==> config.mk <==
export PLATFORM = sky130hd
export DESIGN_NAME = oled_page_window_writer_core
export DESIGN_NICKNAME = d
export VERILOG_FILES = /design/src/hw/rtl/opww_pkg.sv /design/src/hw/rtl/oled_page_window_writer_core.sv /design/src/hw/rtl/opww_front.sv /design/src/hw/rtl/opww_queue.sv /design/src/hw/rtl/opww_back.sv
export SDC_FILE = /design/constraint.sdc
export NUM_CORES = 1
export LEC_CHECK = 0
export BUFFER_PORTS_ARGS = -buffer_cell sky130_fd_sc_hd__buf_2
export CORE_MARGIN = 2
export CORE_UTILIZATION = 45
export DETAILED_ROUTE_END_ITERATION = 10
export PLACE_DENSITY = 0.65
export SYNTH_ARGS = -nofsm -noshare
export SYNTH_HDL_FRONTEND = slang
export SYNTH_HIERARCHICAL = 1
export SYNTH_SLANG_ARGS = --single-unit
==> constraint.sdc <==
create_clock -name clk -period 12 [get_ports clk]
set_input_delay 3.6 -clock clk [delete_from_list [all_inputs] [get_ports clk]]
set_output_delay 3.6 -clock clk [all_outputs]
set_load 0.1 [all_outputs]
==> src/hw/rtl/opww_pkg.sv <==
// Types, codes and defaults for the OLED page window writer.
// No dependencies.
package opww_pkg;

	localparam int COLUMNS_DEF          = 128;
	localparam int PAGES_DEF            = 8;
	localparam int BUS_BUFFER_BYTES_DEF = 32;
	// power of two
	localparam int QUEUE_DEPTH          = 4;

	localparam logic [1:0] REG_WIN_X      = 2'd0;
	localparam logic [1:0] REG_WIN_Y      = 2'd1;
	localparam logic [1:0] REG_WIN_WIDTH  = 2'd2;
	localparam logic [1:0] REG_WIN_HEIGHT = 2'd3;

	localparam logic [1:0] ST_OK      = 2'd0;
	localparam logic [1:0] ST_INVALID = 2'd1;
	localparam logic [1:0] ST_EARLY   = 2'd2;
	localparam logic [1:0] ST_OVERRUN = 2'd3;

	localparam logic [7:0] CTRL_CMD   = 8'h80;
	localparam logic [7:0] CTRL_DATA  = 8'h40;
	localparam logic [7:0] CMD_PAGE   = 8'hB0;
	localparam logic [7:0] CMD_COL_LO = 8'h00;
	localparam logic [7:0] CMD_COL_HI = 8'h10;

	typedef enum logic [1:0] {
		HDR_NONE,
		HDR_COL,
		HDR_PAGE
	} opww_hdr_t;

	typedef enum logic [2:0] {
		STEP_PAGE_CTRL,
		STEP_PAGE_ADDR,
		STEP_COLLO_CTRL,
		STEP_COLLO,
		STEP_COLHI_CTRL,
		STEP_COLHI,
		STEP_DATA_CTRL,
		STEP_DATA
	} opww_step_t;

	typedef struct packed {
		logic [7:0] pixel;
		logic       data_end;
		logic [1:0] status;
		opww_hdr_t  hdr;
		logic [6:0] column;
		logic [2:0] page;
	} opww_op_t;

endpackage

==> src/hw/rtl/oled_page_window_writer_core.sv <==
// Channel   Dir  Handshake             Payload
// in        in   in_valid / in_stall   pixel_byte, final_byte
// out       out  out_valid / out_stall bus_byte, frame_end, run_last, status
// cfg       in   cfg_we                cfg_index, cfg_data
//
// One bus byte per cycle from the back end while an op is queued and the output
// is not stalled; an item yields 1 to 8 bytes. The front end takes an item per
// cycle until the 4-entry op queue fills. Asynchronous reset restores the full-panel window.
// A stalled output holds its byte; the front keeps accepting until the queue is full.
// Depends on opww_pkg, opww_front, opww_queue, opww_back.
module oled_page_window_writer_core #(
	parameter int COLUMNS          = opww_pkg::COLUMNS_DEF,
	parameter int PAGES            = opww_pkg::PAGES_DEF,
	parameter int BUS_BUFFER_BYTES = opww_pkg::BUS_BUFFER_BYTES_DEF
) (
	input  logic       clk,
	input  logic       arst_n,
	input  logic       cfg_we,
	input  logic [1:0] cfg_index,
	input  logic [7:0] cfg_data,
	input  logic       in_valid,
	output logic       in_stall,
	input  logic [7:0] pixel_byte,
	input  logic       final_byte,
	output logic       out_valid,
	input  logic       out_stall,
	output logic [7:0] bus_byte,
	output logic       frame_end,
	output logic       run_last,
	output logic [1:0] status
);

	opww_pkg::opww_op_t push_op;
	opww_pkg::opww_op_t head;
	logic push;
	logic pop;
	logic q_empty;
	logic q_full;

	opww_front #(
		.COLUMNS(COLUMNS),
		.PAGES(PAGES),
		.BUS_BUFFER_BYTES(BUS_BUFFER_BYTES)
	) u_front (
		.clk(clk),
		.arst_n(arst_n),
		.cfg_we(cfg_we),
		.cfg_index(cfg_index),
		.cfg_data(cfg_data),
		.in_valid(in_valid),
		.pixel_byte(pixel_byte),
		.final_byte(final_byte),
		.q_full(q_full),
		.in_stall(in_stall),
		.push(push),
		.op(push_op)
	);

	opww_queue u_queue (
		.clk(clk),
		.arst_n(arst_n),
		.push(push),
		.push_op(push_op),
		.pop(pop),
		.head(head),
		.empty(q_empty),
		.full(q_full)
	);

	opww_back u_back (
		.clk(clk),
		.arst_n(arst_n),
		.q_empty(q_empty),
		.head(head),
		.pop(pop),
		.out_stall(out_stall),
		.out_valid(out_valid),
		.bus_byte(bus_byte),
		.frame_end(frame_end),
		.run_last(run_last),
		.status(status)
	);

endmodule

==> src/hw/rtl/opww_front.sv <==
// Front end: window registers, window check, position tracking, op classification.
// Depends on opww_pkg.
module opww_front #(
	parameter int COLUMNS          = opww_pkg::COLUMNS_DEF,
	parameter int PAGES            = opww_pkg::PAGES_DEF,
	parameter int BUS_BUFFER_BYTES = opww_pkg::BUS_BUFFER_BYTES_DEF
) (
	input  logic              clk,
	input  logic              arst_n,
	input  logic              cfg_we,
	input  logic [1:0]        cfg_index,
	input  logic [7:0]        cfg_data,
	input  logic              in_valid,
	input  logic [7:0]        pixel_byte,
	input  logic              final_byte,
	input  logic              q_full,
	output logic              in_stall,
	output logic              push,
	output opww_pkg::opww_op_t op
);

	localparam logic [8:0] COL_LIMIT = 9'(COLUMNS);
	localparam logic [7:0] ROW_LIMIT = 8'(PAGES * 8);
	localparam logic [7:0] CHUNK_MAX = 8'(BUS_BUFFER_BYTES - 1);

	logic [6:0] win_x_q;
	logic [5:0] win_y_q;
	logic [7:0] win_width_q;
	logic [6:0] win_height_q;
	logic [6:0] cur_col_q;
	logic [2:0] cur_page_q;
	logic [7:0] chunk_left_q;
	logic       done_q;

	logic [8:0] x_sum;
	logic [7:0] y_sum;
	logic       win_ok;
	logic [6:0] col_end;
	logic [2:0] page_end;
	logic [7:0] room;
	logic [7:0] chunk;
	logic [7:0] left_new;
	logic       new_chunk;
	logic       row_end;
	logic       last_of_window;
	logic [6:0] rs_x;
	logic [5:0] rs_y;

	assign x_sum = {2'b00, win_x_q} + {1'b0, win_width_q};
	assign y_sum = {2'b00, win_y_q} + {1'b0, win_height_q};
	assign win_ok = (win_y_q[2:0] == 3'd0) && (win_height_q[2:0] == 3'd0) &&
		(win_height_q != 7'd0) && (win_width_q != 8'd0) &&
		(y_sum <= ROW_LIMIT) && (x_sum <= COL_LIMIT);
	assign col_end  = 7'(x_sum - 9'd1);
	assign page_end = 3'((y_sum >> 3) - 8'd1);

	assign room      = {1'b0, col_end} - {1'b0, cur_col_q} + 8'd1;
	assign chunk     = (room < CHUNK_MAX) ? room : CHUNK_MAX;
	assign new_chunk = (chunk_left_q == 8'd0);
	assign left_new  = (new_chunk ? chunk : chunk_left_q) - 8'd1;
	assign row_end   = (cur_col_q >= col_end);
	assign last_of_window = (cur_col_q == col_end) && (cur_page_q == page_end);

	assign in_stall = q_full;
	assign push     = in_valid && !q_full;

	always_comb begin
		op.pixel    = 8'd0;
		op.data_end = 1'b0;
		op.status   = opww_pkg::ST_OK;
		op.hdr      = opww_pkg::HDR_NONE;
		op.column   = cur_col_q;
		op.page     = cur_page_q;
		if (!win_ok) begin
			op.status = opww_pkg::ST_INVALID;
		end else if (done_q) begin
			op.status = opww_pkg::ST_OVERRUN;
		end else begin
			op.pixel    = pixel_byte;
			op.data_end = (left_new == 8'd0) || final_byte;
			if (new_chunk) begin
				op.hdr = (cur_col_q == win_x_q) ? opww_pkg::HDR_PAGE : opww_pkg::HDR_COL;
			end
			if (final_byte && !last_of_window) begin
				op.status = opww_pkg::ST_EARLY;
			end
		end
	end

	// restart position after a register write uses the written value
	always_comb begin
		rs_x = win_x_q;
		rs_y = win_y_q;
		if (cfg_index == opww_pkg::REG_WIN_X) begin
			rs_x = cfg_data[6:0];
		end
		if (cfg_index == opww_pkg::REG_WIN_Y) begin
			rs_y = cfg_data[5:0];
		end
	end

	always_ff @(posedge clk or negedge arst_n) begin
		if (!arst_n) begin
			win_x_q      <= 7'd0;
			win_y_q      <= 6'd0;
			win_width_q  <= 8'd128;
			win_height_q <= 7'd64;
			cur_col_q    <= 7'd0;
			cur_page_q   <= 3'd0;
			chunk_left_q <= 8'd0;
			done_q       <= 1'b0;
		end else if (cfg_we) begin
			unique case (cfg_index)
				opww_pkg::REG_WIN_X:      win_x_q      <= cfg_data[6:0];
				opww_pkg::REG_WIN_Y:      win_y_q      <= cfg_data[5:0];
				opww_pkg::REG_WIN_WIDTH:  win_width_q  <= cfg_data;
				opww_pkg::REG_WIN_HEIGHT: win_height_q <= cfg_data[6:0];
				default: ;
			endcase
			cur_col_q    <= rs_x;
			cur_page_q   <= rs_y[5:3];
			chunk_left_q <= 8'd0;
			done_q       <= 1'b0;
		end else if (push && win_ok) begin
			if (final_byte) begin
				cur_col_q    <= win_x_q;
				cur_page_q   <= win_y_q[5:3];
				chunk_left_q <= 8'd0;
				done_q       <= 1'b0;
			end else if (!done_q) begin
				if (row_end) begin
					cur_col_q    <= win_x_q;
					chunk_left_q <= 8'd0;
					if (cur_page_q >= page_end) begin
						done_q <= 1'b1;
					end else begin
						cur_page_q <= cur_page_q + 3'd1;
					end
				end else begin
					cur_col_q    <= cur_col_q + 7'd1;
					chunk_left_q <= left_new;
				end
			end
		end
	end

endmodule

==> src/hw/rtl/opww_queue.sv <==
// Short op queue between front and back ends.
// Depends on opww_pkg.
module opww_queue (
	input  logic              clk,
	input  logic              arst_n,
	input  logic              push,
	input  opww_pkg::opww_op_t push_op,
	input  logic              pop,
	output opww_pkg::opww_op_t head,
	output logic              empty,
	output logic              full
);

	localparam int PW = $clog2(opww_pkg::QUEUE_DEPTH);

	opww_pkg::opww_op_t entry_q [opww_pkg::QUEUE_DEPTH];
	logic [PW-1:0] wr_ptr_q;
	logic [PW-1:0] rd_ptr_q;
	logic [PW:0]   count_q;

	assign empty = (count_q == '0);
	assign full  = (count_q == (PW+1)'(opww_pkg::QUEUE_DEPTH));
	assign head  = entry_q[rd_ptr_q];

	always_ff @(posedge clk) begin
		if (push) begin
			entry_q[wr_ptr_q] <= push_op;
		end
	end

	always_ff @(posedge clk or negedge arst_n) begin
		if (!arst_n) begin
			wr_ptr_q <= '0;
			rd_ptr_q <= '0;
			count_q  <= '0;
		end else begin
			if (push) begin
				wr_ptr_q <= wr_ptr_q + PW'(1);
			end
			if (pop) begin
				rd_ptr_q <= rd_ptr_q + PW'(1);
			end
			if (push && !pop) begin
				count_q <= count_q + (PW+1)'(1);
			end else if (pop && !push) begin
				count_q <= count_q - (PW+1)'(1);
			end
		end
	end

endmodule

==> src/hw/rtl/opww_back.sv <==
// Back end: expands queued ops into bus bytes, one per cycle unless the output stalls, into an output register.
// Depends on opww_pkg.
module opww_back (
	input  logic              clk,
	input  logic              arst_n,
	input  logic              q_empty,
	input  opww_pkg::opww_op_t head,
	output logic              pop,
	input  logic              out_stall,
	output logic              out_valid,
	output logic [7:0]        bus_byte,
	output logic              frame_end,
	output logic              run_last,
	output logic [1:0]        status
);

	opww_pkg::opww_step_t step_q;
	opww_pkg::opww_step_t step_d;
	opww_pkg::opww_step_t eff;
	logic busy_q;
	logic busy_d;
	logic out_free;
	logic emit;
	logic last_step;
	logic [7:0] byte_d;
	logic end_d;

	assign out_free  = !out_valid || !out_stall;
	assign emit      = !q_empty && out_free;
	assign last_step = (eff == opww_pkg::STEP_DATA);
	assign pop       = emit && last_step;

	always_comb begin
		if (busy_q) begin
			eff = step_q;
		end else begin
			unique case (head.hdr)
				opww_pkg::HDR_PAGE: eff = opww_pkg::STEP_PAGE_CTRL;
				opww_pkg::HDR_COL:  eff = opww_pkg::STEP_COLLO_CTRL;
				default:            eff = opww_pkg::STEP_DATA;
			endcase
		end
	end

	always_comb begin
		byte_d = opww_pkg::CTRL_CMD;
		end_d  = 1'b0;
		unique case (eff)
			opww_pkg::STEP_PAGE_ADDR: begin
				byte_d = opww_pkg::CMD_PAGE | {5'd0, head.page};
				end_d  = 1'b1;
			end
			opww_pkg::STEP_COLLO: begin
				byte_d = opww_pkg::CMD_COL_LO | {4'd0, head.column[3:0]};
				end_d  = 1'b1;
			end
			opww_pkg::STEP_COLHI: begin
				byte_d = opww_pkg::CMD_COL_HI | {5'd0, head.column[6:4]};
				end_d  = 1'b1;
			end
			opww_pkg::STEP_DATA_CTRL: byte_d = opww_pkg::CTRL_DATA;
			opww_pkg::STEP_DATA: begin
				byte_d = head.pixel;
				end_d  = head.data_end;
			end
			default: ;
		endcase
	end

	always_comb begin
		busy_d = busy_q;
		step_d = step_q;
		if (emit) begin
			busy_d = !last_step;
			step_d = opww_pkg::opww_step_t'(3'(eff + 3'd1));
		end
	end

	always_ff @(posedge clk or negedge arst_n) begin
		if (!arst_n) begin
			busy_q <= 1'b0;
			step_q <= opww_pkg::STEP_PAGE_CTRL;
		end else begin
			busy_q <= busy_d;
			step_q <= step_d;
		end
	end

	always_ff @(posedge clk or negedge arst_n) begin
		if (!arst_n) begin
			out_valid <= 1'b0;
		end else if (out_free) begin
			out_valid <= emit;
		end
	end

	always_ff @(posedge clk) begin
		if (emit) begin
			bus_byte  <= byte_d;
			frame_end <= end_d;
			run_last  <= last_step;
			status    <= head.status;
		end
	end

endmodule

==> summary.txt <==
Pre-CTS setup slack - 5.606 ns
R2R depth - 25
Critical path capture point type - flip-flop
Area of the core - 18890 um^2
Post-synth top area share - 0.3575
CP most frequent cell - ha_1
Nets - 795
Slew @ Worst Pin - 1.075 ns
Initial antenna violation count - 0
Setup Viol. Count Final - 0
Ys flop type - edfxtp_1
Dominant cells by area after synthesis - edfxtp_1 (36%), dfrtp_1 (16%), ha_1 (7.2%)
#FFs+latches synth - 163
CTS Buf Count - 17
Area of the multi-input gates - 3850 um^2
First-pass GRT wire length - 30370 um
DR DRC count - 0
CP Launch Type - flip-flop
Unrepaired setup endpoints after global routing - no
Most frequent cells in the layout - edfxtp_1 (104), dfrtp_1 (57), nand2_1 (50), ha_1 (50), inv_1 (39)
DRT Pass-1 Iters - 5
Clk Latency, worst-skew pair - 0.43 ns
Number of global-route vias before repair - 5764
Max_slew headroom - 0.2820
Largest net degree at the start of global routing - 60
Warnings, synthesis - 6
Clk buf depth - 2
Initial Utilization - 0.4624
Total routed wirelength - 18940 um
R2r endpoint - u_queue/entry_q[0][14]
Antenna diodes - 0
Sequential-to-total area share from yosys stat - 0.5268
Hold path endpoint - u_queue/count_q[2]
Hold Path Stages - 1
CTS Sinks - 163
Cts repair resizes - 0
CTS tree - built
Post-route cell area - 9774 um^2
Crit path time final - 6.410 ns
Critical Path Max Stage Delay - 0.55 ns
DIE HEIGHT - 143.3 um
Synth unique cells - 81
Dpl cell area - 9193 um^2
CTS clk-pin slew, worst paths - 0.07 ns
Ys async rst share - 0.3620
Slew Limit Fails - 0
Layout cells sized above 1 - 0.2126
Worst Skew - 0.01026 ns
Final HPWL DP - 13090 um
Row count - 50
IO Port Bufs - 37
Outcome - completed
Worst R2R Setup Slack - 5.59 ns
Most common cell after layout, fill and taps aside - edfxtp_1
DR iter-0 viols - 399
DR vias - 5601
CP arrival - 6.62 ns
Max Clock Freq - 0.1560 GHz
Post-synth EDFFs - 104
RePlAce Congestion - 0.8515
Die Span X - 143.3 um
I/O pins - 38
R2r startpoint - u_front/win_x_q[0]
Die area - 20540 um^2
Total track usage - 0.1950
FF/Latch Area - 4602 um^2
Antenna viol nets, final - 0
Hold crit path type - flip-flop to flip-flop
Setup ws final - 5.590 ns
Yosys top cell by area - edfxtp_1
Util after Layout - 0.5174
Max-Cap Viols - 0
Syn avg cell area - 12.92 um^2
Slowest-stage cell, CP - or4_4
Crit Path Class - flip-flop to flip-flop
CP max FO - 7
Worst Path Buf+Inv - 1
Worst EP required - 12.21 ns
Drt via density - 5.663
Post-CTS setup buffer count - 0
Mapped Nets - 755
Syn Inst Count - 676
Cell area after synthesis - 8736 um^2
Hold Vio Cnt, Final - 0
Top Family by Delay on Critical Path - simple AND/OR/NAND/NOR gates
WL/cell - 19.15 um
Fin Setup TNS - 0 ns
Min-delay src - u_queue/count_q[2]
Cts hold-fix bufs - 0
Fill cell count - 1622
Htree depth - 4
Global route total overflow - 0
CTS root buf - clkbuf_16
Area grow syn2layout - 11.89%
Final Cycle Share - 0.5342
-- synth_stat cells, types with 3 or more instances --
library cell and instances:
fa_1 5, xor2_1 18, a211oi_1 5, a31oi_1 3
or4_1 4, nor2_1 30, mux2i_1 6, nand4_1 7
and2_1 8, a22oi_1 5, or3_1 5, nand2_1 50
nand3_1 11, nand3b_1 3, dfrtp_1 57, a21oi_1 23
clkbuf_1 18, o21ai_0 21, buf_2 3, ha_1 50
mux4_2 18, nor3_1 6, nand2b_1 10, o31ai_1 15
o21a_1 3, a41oi_1 3, mux4_1 5, o22ai_1 4
inv_1 39, nor3b_1 3, nor2b_1 5, and3_1 8
nor4_1 6, o32ai_1 3, mux2_2 28, xnor2_1 20
edfxtp_1 104, o21ai_1 3, a21o_1 9
-- cell type report --
cell class / count / area share
repair buffers: 47 / 0.02663
multi-input cells: 447 / 0.3939
inverters: 40 / 0.01587
clock buffers: 17 / 0.04352
clock inverters: 15 / 0.01600
flip-flops and latches: 163 / 0.4708
well taps: 260 / 0.03328
-- routing by layer --
| layer | GRT usage | share of wire |
|---|---|---|
| met1 | 0.2455 | 0.42 |
| met2 | 0.3319 | 0.50 |
| met3 | 0.03499 | 0.047 |
| met4 | 0.08411 | 0.024 |
| met5 | 0 | 0 |
-- worst max path at each step --
stage | start | end | slack [ns] | depth (start not counted)
CTS | u_front/win_x_q[0] | u_queue/entry_q[0][14] | 5.58 | 25
detailed placement | u_front/win_x_q[0] | u_queue/entry_q[3][14] | 5.61 | 25
floorplan | out_stall | u_queue/count_q[1] | 6.19 | 7
global placement | u_front/win_x_q[0] | u_queue/entry_q[0][14] | 5.89 | 25
global route | u_front/win_x_q[0] | u_queue/entry_q[0][14] | 4.97 | 25
finish | u_front/win_x_q[0] | u_queue/entry_q[0][14] | 5.59 | 25
-- state kept, by name (all words and copies together), names as in the netlist, 6 cells and up --
| signal | cells |
|---|---|
| u_front/win_x_q | 7 |
| u_front/win_height_q | 7 |
| u_queue/entry_q | 92 |
| u_front/cur_col_q | 7 |
| u_front/win_width_q | 8 |
| u_front/win_y_q | 6 |
| u_front/chunk_left_q | 8 |
| u_back/bus_byte | 8 |
-- logic make-up after synthesis --
logic type / after synthesis / share of synthesized area
buf+inv: 66 / 0.03437
simple gates: 171 / 0.1028
flops: 163 / 0.5268
fa+ha+maj: 55 / 0.08307
mux: 59 / 0.1078
xor+xnor: 38 / 0.03810
compound gates: 124 / 0.1070
-- metrics by stage --
stage | hold WS (ns) | cells
after global placement | 0.4742 | 957
after CTS | 0.4968 | 989
final | 0.4975 | 989
after detailed placement | 0.4837 | 957
after floorplan | 0.4552 | 676
after global routing | 0.5182 | 989
Power is left out: the tool's default activity adds up to more than one toggle a clock period on the data nets, which glitch-free logic cannot reach.
